## src/sv/rrsp_pkg.sv

```systemverilog
// Types, codes and digit helpers of the retro RTC bus and serial port unit.
// Depends on nothing; used by rrsp_core, the top level and the bench.
package rrsp_pkg;

  localparam int unsigned ByteCount  = 8;
  localparam int unsigned DigitCount = 18;
  localparam int unsigned IdxW       = $clog2(DigitCount);

  localparam logic [1:0] ACT_BUS_READ  = 2'd0;
  localparam logic [1:0] ACT_SER_WRITE = 2'd1;
  localparam logic [1:0] ACT_SER_READ  = 2'd2;

  localparam logic [7:0] PORT_DATA  = 8'd0;
  localparam logic [7:0] PORT_LATCH = 8'd1;

  localparam logic [2:0] CTL_SELECT = 3'd5;
  localparam logic [2:0] CTL_CLOCK  = 3'd6;
  localparam logic [2:0] CTL_DATA   = 3'd7;

  localparam logic [7:0] LATCH_ID    = 8'hD2;
  localparam logic [7:0] IDLE_BYTE   = 8'hFF;
  localparam logic [6:0] LOW_ONES    = 7'h7F;
  localparam logic [3:0] FILL_DIGIT  = 4'hF;
  localparam logic [6:0] BIT_LIMIT   = 7'd72;
  localparam logic [6:0] BIT_JUMP    = 7'd5;
  localparam logic [6:0] BIT_RESTART = 7'd8;
  localparam logic [6:0] CMD_LIMIT   = 7'd4;

  typedef struct packed {
    logic [5:0] now_fraction;
    logic [5:0] now_second;
    logic [5:0] now_minute;
    logic [4:0] now_hour;
    logic [4:0] now_day;
    logic [3:0] now_month;
    logic [6:0] now_year;
    logic [6:0] now_century;
    logic [7:0] value;
    logic [7:0] port;
    logic [1:0] action;
  } item_t;

  typedef struct packed {
    logic       valid;
    logic [7:0] data;
  } result_t;

  function automatic logic [3:0] tens_f(input logic [6:0] v);
    logic [17:0] prod;
    prod = 18'(v) * 18'd205;
    return prod[14:11];
  endfunction

  function automatic logic [3:0] units_f(input logic [6:0] v);
    logic [6:0] t10;
    logic [6:0] rem;
    t10 = 7'(tens_f(v)) * 7'd10;
    rem = v - t10;
    return rem[3:0];
  endfunction

endpackage

```

## src/sv/rrsp_core.sv

```systemverilog
// Time latch, bus-clock and serial-chip state, and per-item result logic.
// Depends on rrsp_pkg.
module rrsp_core (
  input  logic               clk_i,
  input  logic               rst_ni,
  input  logic               fire_i,
  input  rrsp_pkg::item_t    item_i,
  output rrsp_pkg::result_t  res_o
);

  logic [6:0] latched_q [rrsp_pkg::ByteCount];
  logic [6:0] latched_d [rrsp_pkg::ByteCount];
  logic [3:0] digit_q   [rrsp_pkg::DigitCount];
  logic [3:0] digit_d   [rrsp_pkg::DigitCount];
  logic [2:0] rd_ptr_q, rd_ptr_d;
  logic [7:0] ctl_q, ctl_d;
  logic [6:0] bit_ptr_q, bit_ptr_d;
  logic [3:0] cmd_q, cmd_d;

  logic                     do_latch;
  logic [2:0]               sel;
  logic                     level;
  logic [6:0]               bp_inc;
  logic [6:0]               p;
  logic [rrsp_pkg::IdxW-1:0] idx;
  logic [3:0]               dsel;
  logic                     dbit;

  always_comb begin
    res_o     = '0;
    rd_ptr_d  = rd_ptr_q;
    ctl_d     = ctl_q;
    bit_ptr_d = bit_ptr_q;
    cmd_d     = cmd_q;
    do_latch  = 1'b0;
    sel       = item_i.value[2:0];
    level     = item_i.value[7];
    bp_inc    = bit_ptr_q + 7'd1;
    p         = bit_ptr_q ^ 7'd7;
    idx       = p[6:2];
    dsel      = (32'(idx) < rrsp_pkg::DigitCount) ? digit_q[idx] : 4'd0;
    dbit      = dsel[~p[1:0]];

    case (item_i.action)
      rrsp_pkg::ACT_BUS_READ: begin
        res_o.valid = 1'b1;
        if (item_i.port == rrsp_pkg::PORT_DATA) begin
          res_o.data = {1'b0, latched_q[rd_ptr_q]};
          rd_ptr_d   = rd_ptr_q + 3'd1;
        end else if (item_i.port == rrsp_pkg::PORT_LATCH) begin
          res_o.data = rrsp_pkg::LATCH_ID;
          do_latch   = 1'b1;
        end else begin
          res_o.data = rrsp_pkg::IDLE_BYTE;
        end
      end
      rrsp_pkg::ACT_SER_WRITE: begin
        if (!item_i.port[0]) begin
          ctl_d[sel] = level;
          case (sel)
            rrsp_pkg::CTL_SELECT: begin
              do_latch = !ctl_q[sel] && level;
            end
            rrsp_pkg::CTL_CLOCK: begin
              if (ctl_q[sel] && !level && ctl_q[rrsp_pkg::CTL_SELECT]) begin
                if (bp_inc == rrsp_pkg::BIT_JUMP) begin
                  bit_ptr_d = {1'b0, cmd_q[2:0], 3'b000} + rrsp_pkg::BIT_RESTART;
                end else if (bp_inc >= rrsp_pkg::BIT_LIMIT) begin
                  bit_ptr_d = rrsp_pkg::BIT_RESTART;
                end else begin
                  bit_ptr_d = bp_inc;
                end
              end
            end
            rrsp_pkg::CTL_DATA: begin
              if (bit_ptr_q < rrsp_pkg::CMD_LIMIT) begin
                cmd_d[bit_ptr_q[1:0]] = !level;
              end
            end
            default: begin
            end
          endcase
        end
      end
      rrsp_pkg::ACT_SER_READ: begin
        res_o.valid = 1'b1;
        if (item_i.port[0] && ctl_q[rrsp_pkg::CTL_SELECT]) begin
          res_o.data = {dbit & ctl_q[rrsp_pkg::CTL_DATA], rrsp_pkg::LOW_ONES};
        end else begin
          res_o.data = rrsp_pkg::IDLE_BYTE;
        end
      end
      default: begin
      end
    endcase

    latched_d = latched_q;
    digit_d   = digit_q;
    if (do_latch) begin
      latched_d[0] = item_i.now_century;
      latched_d[1] = item_i.now_year;
      latched_d[2] = 7'(item_i.now_month);
      latched_d[3] = 7'(item_i.now_day);
      latched_d[4] = 7'(item_i.now_hour);
      latched_d[5] = 7'(item_i.now_minute);
      latched_d[6] = 7'(item_i.now_second);
      latched_d[7] = 7'(item_i.now_fraction);
      for (int i = 0; i < rrsp_pkg::DigitCount; i++) begin
        digit_d[i] = rrsp_pkg::FILL_DIGIT;
      end
      digit_d[2]  = rrsp_pkg::tens_f(latched_d[4]);
      digit_d[3]  = rrsp_pkg::units_f(latched_d[4]);
      digit_d[4]  = rrsp_pkg::tens_f(latched_d[5]);
      digit_d[5]  = rrsp_pkg::units_f(latched_d[5]);
      digit_d[6]  = rrsp_pkg::tens_f(latched_d[3]);
      digit_d[7]  = rrsp_pkg::units_f(latched_d[3]);
      digit_d[8]  = rrsp_pkg::tens_f(latched_d[2]);
      digit_d[9]  = rrsp_pkg::units_f(latched_d[2]);
      digit_d[10] = rrsp_pkg::tens_f(latched_d[1]);
      digit_d[11] = rrsp_pkg::units_f(latched_d[1]);
      digit_d[14] = rrsp_pkg::tens_f(latched_d[6]);
      digit_d[15] = rrsp_pkg::units_f(latched_d[6]);
      rd_ptr_d  = '0;
      bit_ptr_d = '0;
      cmd_d     = '0;
    end
  end

  always_ff @(posedge clk_i or negedge rst_ni) begin
    if (!rst_ni) begin
      latched_q <= '{default: '0};
      digit_q   <= '{default: '0};
      rd_ptr_q  <= '0;
      ctl_q     <= '0;
      bit_ptr_q <= '0;
      cmd_q     <= '0;
    end else if (fire_i) begin
      latched_q <= latched_d;
      digit_q   <= digit_d;
      rd_ptr_q  <= rd_ptr_d;
      ctl_q     <= ctl_d;
      bit_ptr_q <= bit_ptr_d;
      cmd_q     <= cmd_d;
    end
  end

endmodule

```

## src/sv/retro_rtc_bus_and_serial_port_unit.sv

```systemverilog
// Retro RTC with a bus-clock face and a serial-chip face sharing one time latch.
// Top level: input register, rrsp_core, output register. Depends on rrsp_pkg.
//
// Usage: each slave item carries an access (bus-clock read, serial write,
// serial read) together with the current calendar time. Reads return one
// byte on the master side; serial writes return nothing.
// Path: an item is registered in the input register at acceptance, and once it
// moves on, its byte is registered in the output register.
// Throughput: one item per cycle while no untaken byte stalls it; the state update
// for an item is a single pass through rrsp_core between the two registers.
// Stall: while the output register holds an untaken byte, the item behind it
// waits in the input register; an item without a result still moves on.
// s_axis_tready drops only when both registers are full.
// Reset: clears both valid flags, the latch, the digits and all pointers.
module retro_rtc_bus_and_serial_port_unit (
  input  logic        clk_i,
  input  logic        rst_ni,
  input  logic        s_axis_tvalid,
  output logic        s_axis_tready,
  // action[1:0] port[9:2] value[17:10] now_century[24:18] now_year[31:25]
  // now_month[35:32] now_day[40:36] now_hour[45:41] now_minute[51:46]
  // now_second[57:52] now_fraction[63:58]
  input  logic [63:0] s_axis_tdata,
  output logic        m_axis_tvalid,
  input  logic        m_axis_tready,
  // read_data[7:0]
  output logic [7:0]  m_axis_tdata
);

  logic              in_valid_q;
  rrsp_pkg::item_t   in_item_q;
  logic              out_valid_q;
  logic [7:0]        out_data_q;
  rrsp_pkg::result_t res;
  logic              advance;

  assign advance       = in_valid_q && (!res.valid || !out_valid_q || m_axis_tready);
  assign s_axis_tready = !in_valid_q || advance;
  assign m_axis_tvalid = out_valid_q;
  assign m_axis_tdata  = out_data_q;

  rrsp_core u_core (
    .clk_i  (clk_i),
    .rst_ni (rst_ni),
    .fire_i (advance),
    .item_i (in_item_q),
    .res_o  (res)
  );

  always_ff @(posedge clk_i or negedge rst_ni) begin
    if (!rst_ni) begin
      in_valid_q <= 1'b0;
    end else if (s_axis_tready) begin
      in_valid_q <= s_axis_tvalid;
    end
  end

  always_ff @(posedge clk_i) begin
    if (s_axis_tready && s_axis_tvalid) begin
      in_item_q <= rrsp_pkg::item_t'(s_axis_tdata);
    end
  end

  always_ff @(posedge clk_i or negedge rst_ni) begin
    if (!rst_ni) begin
      out_valid_q <= 1'b0;
    end else if (advance && res.valid) begin
      out_valid_q <= 1'b1;
    end else if (m_axis_tready) begin
      out_valid_q <= 1'b0;
    end
  end

  always_ff @(posedge clk_i) begin
    if (advance && res.valid) begin
      out_data_q <= res.data;
    end
  end

endmodule

```

## config.mk

```make
export PLATFORM = sky130hd
export DESIGN_NAME = retro_rtc_bus_and_serial_port_unit
export DESIGN_NICKNAME = d
export VERILOG_FILES = /design/src/sv/rrsp_pkg.sv /design/src/sv/rrsp_core.sv /design/src/sv/retro_rtc_bus_and_serial_port_unit.sv
export SDC_FILE = /design/constraint.sdc
export NUM_CORES = 1
export LEC_CHECK = 0
export ABC_AREA = 1
export ABC_CLOCK_PERIOD_IN_PS = 5400
export BUFFER_PORTS_ARGS = -buffer_cell sky130_fd_sc_hd__buf_2
export CORE_UTILIZATION = 45
export CTS_CLUSTER_SIZE = 28
export DETAILED_ROUTE_END_ITERATION = 7
export HOLD_SLACK_MARGIN = 0.05
export PLACE_DENSITY = 0.66
export SYNTH_ARGS = -nofsm -noshare
export SYNTH_HDL_FRONTEND = slang
export SYNTH_SLANG_ARGS = --single-unit
```

## constraint.sdc

```tcl
create_clock -name clk_i -period 5.4 [get_ports clk_i]
set_input_delay 0.81 -clock clk_i [delete_from_list [all_inputs] [get_ports clk_i]]
set_output_delay 0.81 -clock clk_i [all_outputs]
set_load 0.005 [all_outputs]
```

Word-level counts from Yosys, hierarchy flattened --
Index checks and enable logic that the tools add are counted.
Storage, ports and cells: register bits 182, bits in latches 0, memory bits (writable) 0, bits in read-only memories 0, input port bits 68, output and inout port bits 10, word-level logic and storage cells 159, memories 0
Operators by class: add/sub/neg operators 9, multiply operators 12, div/mod/pow operators 0, $lt $le $gt $ge 10, eq/ne operators 8, shifts and indexed selects 0, muxes and demuxes 43, bitwise gates (word level) 6, reductions and logical operators 32
Operators by type and width (number):
- $mux W7 | 9
- $mux W4 | 8
- $mul A6 B8 Y14 const B | 2
- $mul A5 B8 Y13 const B | 2
- $sub A4 B4 Y4 | 6
- $bmux W7 S3 | 1
- $bmux W4 S5 | 1
- $pmux W9 S2 | 1
- $mux W8 | 2
- $reduce_bool A2 Y1 | 8
- $mul A7 B8 Y15 const B | 1
- $mul A4 B8 Y12 const B | 1
- $mux W1 | 10
- $reduce_and A5 Y1 | 2
- $eq A3 B3 Y1 const B | 3
- $logic_and A1 B1 Y1 | 9
- $mux W3 | 3
- $bwmux W8 | 1
- $eq A8 B1 Y1 const B | 1
- $logic_not A8 Y1 | 1
- $add A6 B4 Y7 const B | 1
- $add A7 B1 Y7 const B | 1
- $eq A7 B3 Y1 const B | 1
- $ge A7 B7 Y1 const B | 1
- 34 further kinds | 44

Longest topological paths before layout --
Gate-level depths: netlist of the first run.
depth in word-level cells 17, gate-level depth with buffers 24, depth with buffers taken out 24

Cells and area by module --
From an unflattened synthesis of the first run, not the netlist that was laid out.
Second synthesis, totals: cell total of the unflattened synthesis 1274, area total of the unflattened synthesis 11542.3 um^2
Modules (own cells, without submodules):
- rrsp_core | times used 1, cells an instance 1188, area an instance 9272.6 um^2, sequential area each 2527.4 um^2
- retro_rtc_bus_and_serial_port_unit | times used 1, cells an instance 86, area an instance 2269.7 um^2, sequential area each 2212.1 um^2

Worst setup path after synthesis of the first run --
OpenSTA, ideal clock, no wires.
path kind input to register, start input port m_axis_tready, end register in_item_q[0] in the netlist's numbering, enable pin, library setup time 0.479 ns, data arrival time 3.513 ns, required time 4.921 ns, slack 1.408 ns, stages 4, path buffers 0, cells stage by stage inv_1 > nand3_1 > nor2_1 > nor2_1
On the way: word-level cells in the longest chain between the ends 4
RTL lines:
- start: declaration | RTL line retro_rtc_bus_and_serial_port_unit.sv:25 | input logic m_axis_tready,
- $logic_or A1 B1 Y1 | RTL line retro_rtc_bus_and_serial_port_unit.sv:37 | assign advance = in_valid_q && (!res.valid || !out_valid_q || m_axis_tready);
- $logic_and A1 B1 Y1 | RTL line retro_rtc_bus_and_serial_port_unit.sv:37
- $logic_or A1 B1 Y1 | RTL line retro_rtc_bus_and_serial_port_unit.sv:38 | assign s_axis_tready = !in_valid_q || advance;
- $logic_and A1 B1 Y1 | RTL line retro_rtc_bus_and_serial_port_unit.sv:59 | if (s_axis_tready && s_axis_tvalid) begin
- end signal: assignment | RTL line retro_rtc_bus_and_serial_port_unit.sv:60 | in_item_q <= rrsp_pkg::item_t'(s_axis_tdata);
- end: declaration | RTL line retro_rtc_bus_and_serial_port_unit.sv:31 | rrsp_pkg::item_t in_item_q;
No other way between the ends. A chain may end at the register's enable or synchronous reset.

Worst setup path in the final report of the first run --
start register in_item_q[29] in the netlist's numbering, end register u_core.digit_q[27] in the netlist's numbering
On the way: word-level cells in the longest chain between the ends 3
RTL lines:
- $mul A7 B8 Y15 | RTL line rrsp_pkg.sv:50 | prod = 18'(v) * 18'd205;
- $mul A4 B3 Y3 | RTL line rrsp_pkg.sv:57 | t10 = 7'(tens_f(v)) * 7'd10;
- $sub A4 B4 Y4 | RTL line rrsp_pkg.sv:58 | rem = v - t10;
- end signal: assignment | RTL line rrsp_core.sv:139 | digit_q <= digit_d;
- end: declaration | RTL line rrsp_core.sv:13 | logic [3:0] digit_q [rrsp_pkg::DigitCount];
No other way between the ends.

==> results of run 1 <==
==> final timing paths <==
path	startpoint	end	slack, ps
min in group asynchronous	rst_ni	u_core.digit_q[35]	470
worst max-delay path	in_item_q[29]	u_core.digit_q[27]	1120
worst min register to register	in_item_q[61]	u_core.latched_q[3]	430
worst max register to register	in_item_q[29]	u_core.digit_q[27]	1120
max in group asynchronous	rst_ni	u_core.latched_q[19]	3910
worst min-delay path	in_item_q[61]	u_core.latched_q[3]	430
==> final cells by class <==
cell class,count,area [um2]
tap,330,413
sequential,171,4620
clock buffer,19,443
clock inverter,13,156
inverter,174,653
timing repair buffer,77,398
multi-input combinational,960,6010
fill,2407,12400
==> cell families (layout without fill, tap and decap cells) <==
kind of cell               count (synthesis)  in the layout  synth area share
AOI/OAI and AO/OA                        169            169            0.0801
xor gates and xnor gates                  17             17            0.0129
adders and majority gates                181            181             0.216
buffers and inverters                    208            283            0.0768
DFF                                      171            171             0.401
and+or+nand+nor                          593            593             0.213
==> synth_stat cells <==
master / count
o21a_1: 3
or2_2: 10
nor4_1: 2
xnor2_1: 4
a21boi_0: 1
fa_1: 29
o21ai_1: 37
nand4_1: 16
inv_2: 2
and3_1: 1
a21oi_4: 1
a211oi_1: 2
clkinv_1: 1
nand3_1: 69
nand3b_1: 7
nor3_1: 9
o2111ai_1: 2
xor2_1: 13
edfxtp_1: 68
o22ai_1: 3
nand2_2: 2
dfrtp_1: 103
nand2_4: 1
buf_4: 8
clkbuf_1: 8
buf_2: 10
o211a_1: 1
o21ai_0: 62
nor3_2: 1
a21oi_1: 46
nand2_1: 373
or2_1: 1
nor2_1: 100
o221ai_1: 4
o21bai_1: 1
nand3_2: 1
buf_6: 8
inv_1: 171
o211ai_1: 5
ha_1: 152
o21ai_2: 1
==> registers in the layout (all words and copies together), names as in the netlist <==
register and flops:
u_core.bit_ptr_q 7, u_core.rd_ptr_q 3, m_axis_tdata 8, u_core.ctl_q 8, in_item_q 60, u_core.cmd_q 3
in_valid_q 1, u_core.latched_q 40, m_axis_tvalid 1, u_core.digit_q 40
==> power groups by stage <==
stage / Combinational, mW / Sequential (mW) / Clock [mW]
final: 0.953 / 1.56 / 1.25
after global routing: 1.13 / 1.58 / 1.32
after CTS: 0.967 / 1.56 / 1.28
after detailed placement: 0.957 / 1.59 / 0
after global placement: 0.928 / 1.59 / 0
after floorplan: 0.739 / 1.55 / 0
==> per-stage QoR <==
step | power (mW) | worst slack [ps]
final | 3.76 | 1120
after global placement | 2.51 | 1160
after detailed placement | 2.54 | 1120
after global routing | 4.03 | 813
after CTS | 3.80 | 1090
after floorplan | 2.28 | 1410
==> critical path: stages, from the launching register on <==
cell       delay, ps
edfxtp_1         490
ha_1             390
fa_1             490
ha_1             290
inv_1             50
fa_1             500
inv_1             40
ha_1             330
a21oi_1          150
o21ai_0          100
nand2_1           70
o2111ai_1        120
xor2_1           210
fa_1             420
xnor2_1          190
inv_1             60
nand3_1           70
nand2_1           60
nand2_1           60
nand3_1           70
==> per-layer routing <==
layer,part of all wire,global-route usage
met2,0.48,0.332
met5,0,0
met4,0.020,0.0545
met3,0.036,0.0301
met1,0.46,0.257
==> impl_metrics.toml, run 1 <==
[pwr]
irDropWorstVdd_mv = 0.143
switching_share = 0.319
power_leakage_nw = 6.52
p_int_mw = 2.56
p_seq_frac = 0.415
p_per_area_nw_per_um2 = 297
p_switching_mw = 1.20
p_comb_frac = 0.253
clkPwrFrac = 0.332

[timing]
post-route-min-period_ps = 4280
tns_ps = 0
grt_setup_unrepaired = "false"
holdWs_ps = 432
finClkSkew_ps = 8.91
finalSetupViolations = 0
slew_viol_final = 0
worst_pin_slew_ps = 954
fmax_mhz = 234
slew_headroom = 0.363
finalCritPeriodShare = 0.793
finalHoldViolations = 0

[synth]
netlist_instances = 1339
yosysUniqueCellTypes = 41
ys_seq_area_frac = 0.401
synth.largest_area_cell = "dfrtp_1"
synth_fp_nets = 1588
ys.warnings.count = 0
synth_area_leaders = "dfrtp_1 22%, edfxtp_1 18%, ha_1 17%"
synth_top_area_frac = 0.224
synth_area_um2 = 11500
ys_ff_latch = 171
syn_avg_cell_area_um2 = 8.59

[worst_setup_path]
startpoint_type = "flip-flop"
crit_fanout = 5
required_ps = 5710
crit_type = "flip-flop to flip-flop"
end_kind = "flip-flop"
reg2regPathDepth = 19
cp.arrival_ps = 4590

[floorplan]
initial_utilization = 0.458
die_width_um = 162
die_height_um = 162
core_area_um2 = 25100
ioPinCount = 78
rows = 58
die_area_um2 = 26200

[layout]
num_antenna_cells = 0
fin_util = 0.506
nets = 1650
area_delta_synth_final_pct = 10.3
final_common_cell = "nand2_1"
drive_above_1_share = 0.0905
final_area_um2 = 12700
mostFrequentLayoutCells = "373 x nand2_1, 171 x inv_1, 152 x ha_1"
fin_cells = 1744

[routing]
via_count = 8809
antenna_left = 0
dr.pass1.iters = 5
drt-total-wl_um = 24300
wl_per_cell_um = 13.9
drt_iter0_drc = 482
drc = 0
viasPerCell = 5.05

[clock_network]
cts_buffers = 17
cts_max_level = 4
cts.sinks = 171
cts_resized = 0
cts_tree = "built"
root_buffer = "clkbuf_16"
clockBufferDepth = 2
cts-hold-fix-buffers = 0
clk_pin_slew_worst_paths_ps = 70
cts_setup_buffers = 0
clock_latency_ps = 430

[place]
place_hpwl_um = 18300
dpl_cell_area_um2 = 12100
gp_congestion = 0.871
portBuffers = 73
place_inst = 1712

[grt]
track_usage = 0.195
antenna_found_initial = 0
overflow = 0
grt_pass1_vias = 8619
grt_pass1_wl_um = 40800
grt_max_degree = 66

[hold_path]
hold_class = "flip-flop to flip-flop"
min_path_cells = 2

[flow_run]
drv_cap = 0

[run_status]
status = "completed"
Power figures use the tool's default switching activity.
==> run 2: changes to the inputs <==
- ABC_AREA: 1 -> 0
- ABC_CLOCK_PERIOD_IN_PS: 5400 -> 3400
- PLACE_DENSITY: 0.66 -> 0.69
- clock period: 5.4 -> 3.4 ns (I/O delays scaled with it)
==> impl_metrics.toml, run 2 <==
[run_status]
status = "finished with violations"
violations = "setup timing"

[place]
place_hpwl_um = 17500
portBuffers = 73
dp_slack_ps = -799
gp_congestion = 0.834
place_inst = 1454

[floorplan]
die_area_um2 = 24900
die_height_um = 158
rows = 56
die_width_um = 158
ioPinCount = 78
core_area_um2 = 23600
initial_utilization = 0.463

[clock_network]
cts-hold-fix-buffers = 0
clk_pin_slew_worst_paths_ps = 70
root_buffer = "clkbuf_16"
cts_max_level = 4
cts_tree = "built"
cts_buffers = 17
clockBufferDepth = 2
clock_latency_ps = 430
cts.sinks = 171

[worst_setup_path]
crit_type = "flip-flop to flip-flop"
crit_fanout = 3
cp.arrival_ps = 4390
end_kind = "flip-flop"
required_ps = 3760
startpoint_type = "flip-flop"

[timing]
finalSetupViolations = 12
setup_ws_ps = -628
finalHoldViolations = 0
worst_pin_slew_ps = 903
finalCritPeriodShare = 1.18
post-route-min-period_ps = 4030
grt_setup_unrepaired = "true"
fmax_mhz = 248
slew_viol_final = 0
finClkSkew_ps = 9.60
slew_headroom = 0.398

[routing]
drt_iter0_drc = 426
drc = 0
via_count = 7915
wl_per_cell_um = 16.1
drt-total-wl_um = 24400
dr.pass1.iters = 5
antenna_left = 0
viasPerCell = 5.20

[synth]
synth.largest_area_cell = "dfrtp_1"
synth_edf_count = 68
yosys.area_share.xor_xnor = 0.0293
synth_fa_ha_area_frac = 0.227
synth_top_area_frac = 0.236
yosysMostFrequentCell = "nand2_1"
ys_ff_latch = 171
syn_avg_cell_area_um2 = 10.7
synth_common_cells = "188 x nand2_1, 152 x ha_1, 103 x dfrtp_1"
synth_area_leaders = "dfrtp_1 24%, edfxtp_1 19%, ha_1 17%"
synth_compound_gate_area_share = 0.0824
ys_seq_area_frac = 0.423
synth-main-ff-cell = "dfrtp_1"
synth_area_um2 = 10900
synth_mux_area_frac = 0.0646
ys_async_sr_fraction = 0.602
synth_fp_nets = 1267
netlist_instances = 1018
synth-simple-area-share = 0.124
synth_top_family_by_area = "adder cells"
yosysUniqueCellTypes = 64
ys.warnings.count = 0

[pwr]
total_power_mw = 6.59
power_leakage_nw = 6.54
irDropWorstVdd_mv = 0.365
p_per_area_nw_per_um2 = 476

[layout]
num_antenna_cells = 0
nets = 1438
largest_reg_flops = 60
largest_registers = "in_item_q x60, u_core.digit_q x40, u_core.latched_q x40"
top_register = "in_item_q"
fin_cells = 1521
drive_above_1_share = 0.329
area_delta_synth_final_pct = 26.7
mostFrequentLayoutCells = "184 x nand2_1, 111 x buf_4, 103 x dfrtp_1"
final_common_cell = "nand2_1"

[hold_path]
hold_class = "primary input to async pin"

[flow_run]
drv_cap = 0

[grt]
grt_max_degree = 95
overflow = 0
antenna_found_initial = 0
grt_pass1_vias = 8050
track_usage = 0.206
grt_pass1_wl_um = 39400
-- run 2: cell types whose count changed in the layout (fill, tap and decap cells not counted), moves of 20 or more --
cell / before / now
a21oi_1: 46 / 24
buf_4: 5 / 111
ha_1: 152 / 102
ha_4: 0 / 42
inv_1: 171 / 74
inv_2: 2 / 23
mux2i_1: 0 / 20
nand2_1: 373 / 184
nand3_1: 69 / 11
nor2_1: 99 / 34
o21ai_1: 37 / 14
-- run 2: layout make-up --
cell class	instances	area, um2
Sequential cell	171	4620
Clock inverter	15	174
Clock buffer	17	425
Tap cell	319	399
Multi-Input combinational cell	712	6570
Timing Repair Buffer	190	1290
Inverter	97	364
Fill cell	1948	9780
-- run 2: routing by layer --
| layer | part of all wire | global-route usage |
|---|---|---|
| met5 | 0 | 0 |
| met4 | 0.017 | 0.0606 |
| met3 | 0.030 | 0.0359 |
| met2 | 0.51 | 0.356 |
| met1 | 0.44 | 0.264 |
-- run 2: kinds of logic after synthesis --
family / count (synthesis)
adders and majority gates: 181
AOI/OAI and AO/OA: 147
DFF: 171
muxes: 50
and+or+nand+nor: 299
buffers and inverters: 135
xor gates and xnor gates: 35
-- run 2: final timing paths --
check / slack [ps] / to / depth (start not counted) / startpoint
worst max-delay path: -630 / u_core.digit_q[51] / 16 / in_item_q[47]
worst min-delay path: 200 / u_core.bit_ptr_q[6] / 1 / rst_ni
worst max register to register: -630 / u_core.digit_q[51] / 16 / in_item_q[47]
worst min register to register: 440 / u_core.latched_q[50] / 2 / in_item_q[19]
max in group asynchronous: 2480 / u_core.latched_q[23] / 2 / rst_ni
min in group clk_i: 240 / in_item_q[10] / 1 / s_axis_tdata[10]
-- run 2: critical path: stages, from the launching register on --
cell	delay, ps
edfxtp_1	490
ha_4	280
ha_4	150
or2_4	240
fa_1	560
ha_4	230
a21oi_2	120
nand2_1	50
a41o_1	230
a21o_1	210
xor2_2	170
ha_2	210
inv_2	40
fa_2	370
xor2_2	190
xnor3_1	260
o21ai_1	150
-- run 2: power breakdown --
part	total (mW)	internal, mW	switching, mW
Sequential	2.51	2.36	0.159
Clock	2.01	1.11	0.896
Combinational	2.07	1.08	0.983
-- run 2: repair_timing --
item	CTS	global route
pin swaps	49	80
setup buffers	23	16
setup endpoints to repair	15	23
resized for setup	34	63
-- run 2: through the flow --
stage / utilization / hold WS (ps) / cell area (um2) / TNS (ps)
after floorplan: - / 214 / 11200 / -2660
after global placement: 0.525 / 421 / 12400 / -4400
after detailed placement: 0.525 / 426 / 12400 / -5210
after CTS: 0.567 / 219 / 13400 / -4410
after global routing: 0.586 / 224 / 13800 / -6100
final: 0.586 / 199 / 13800 / -4170
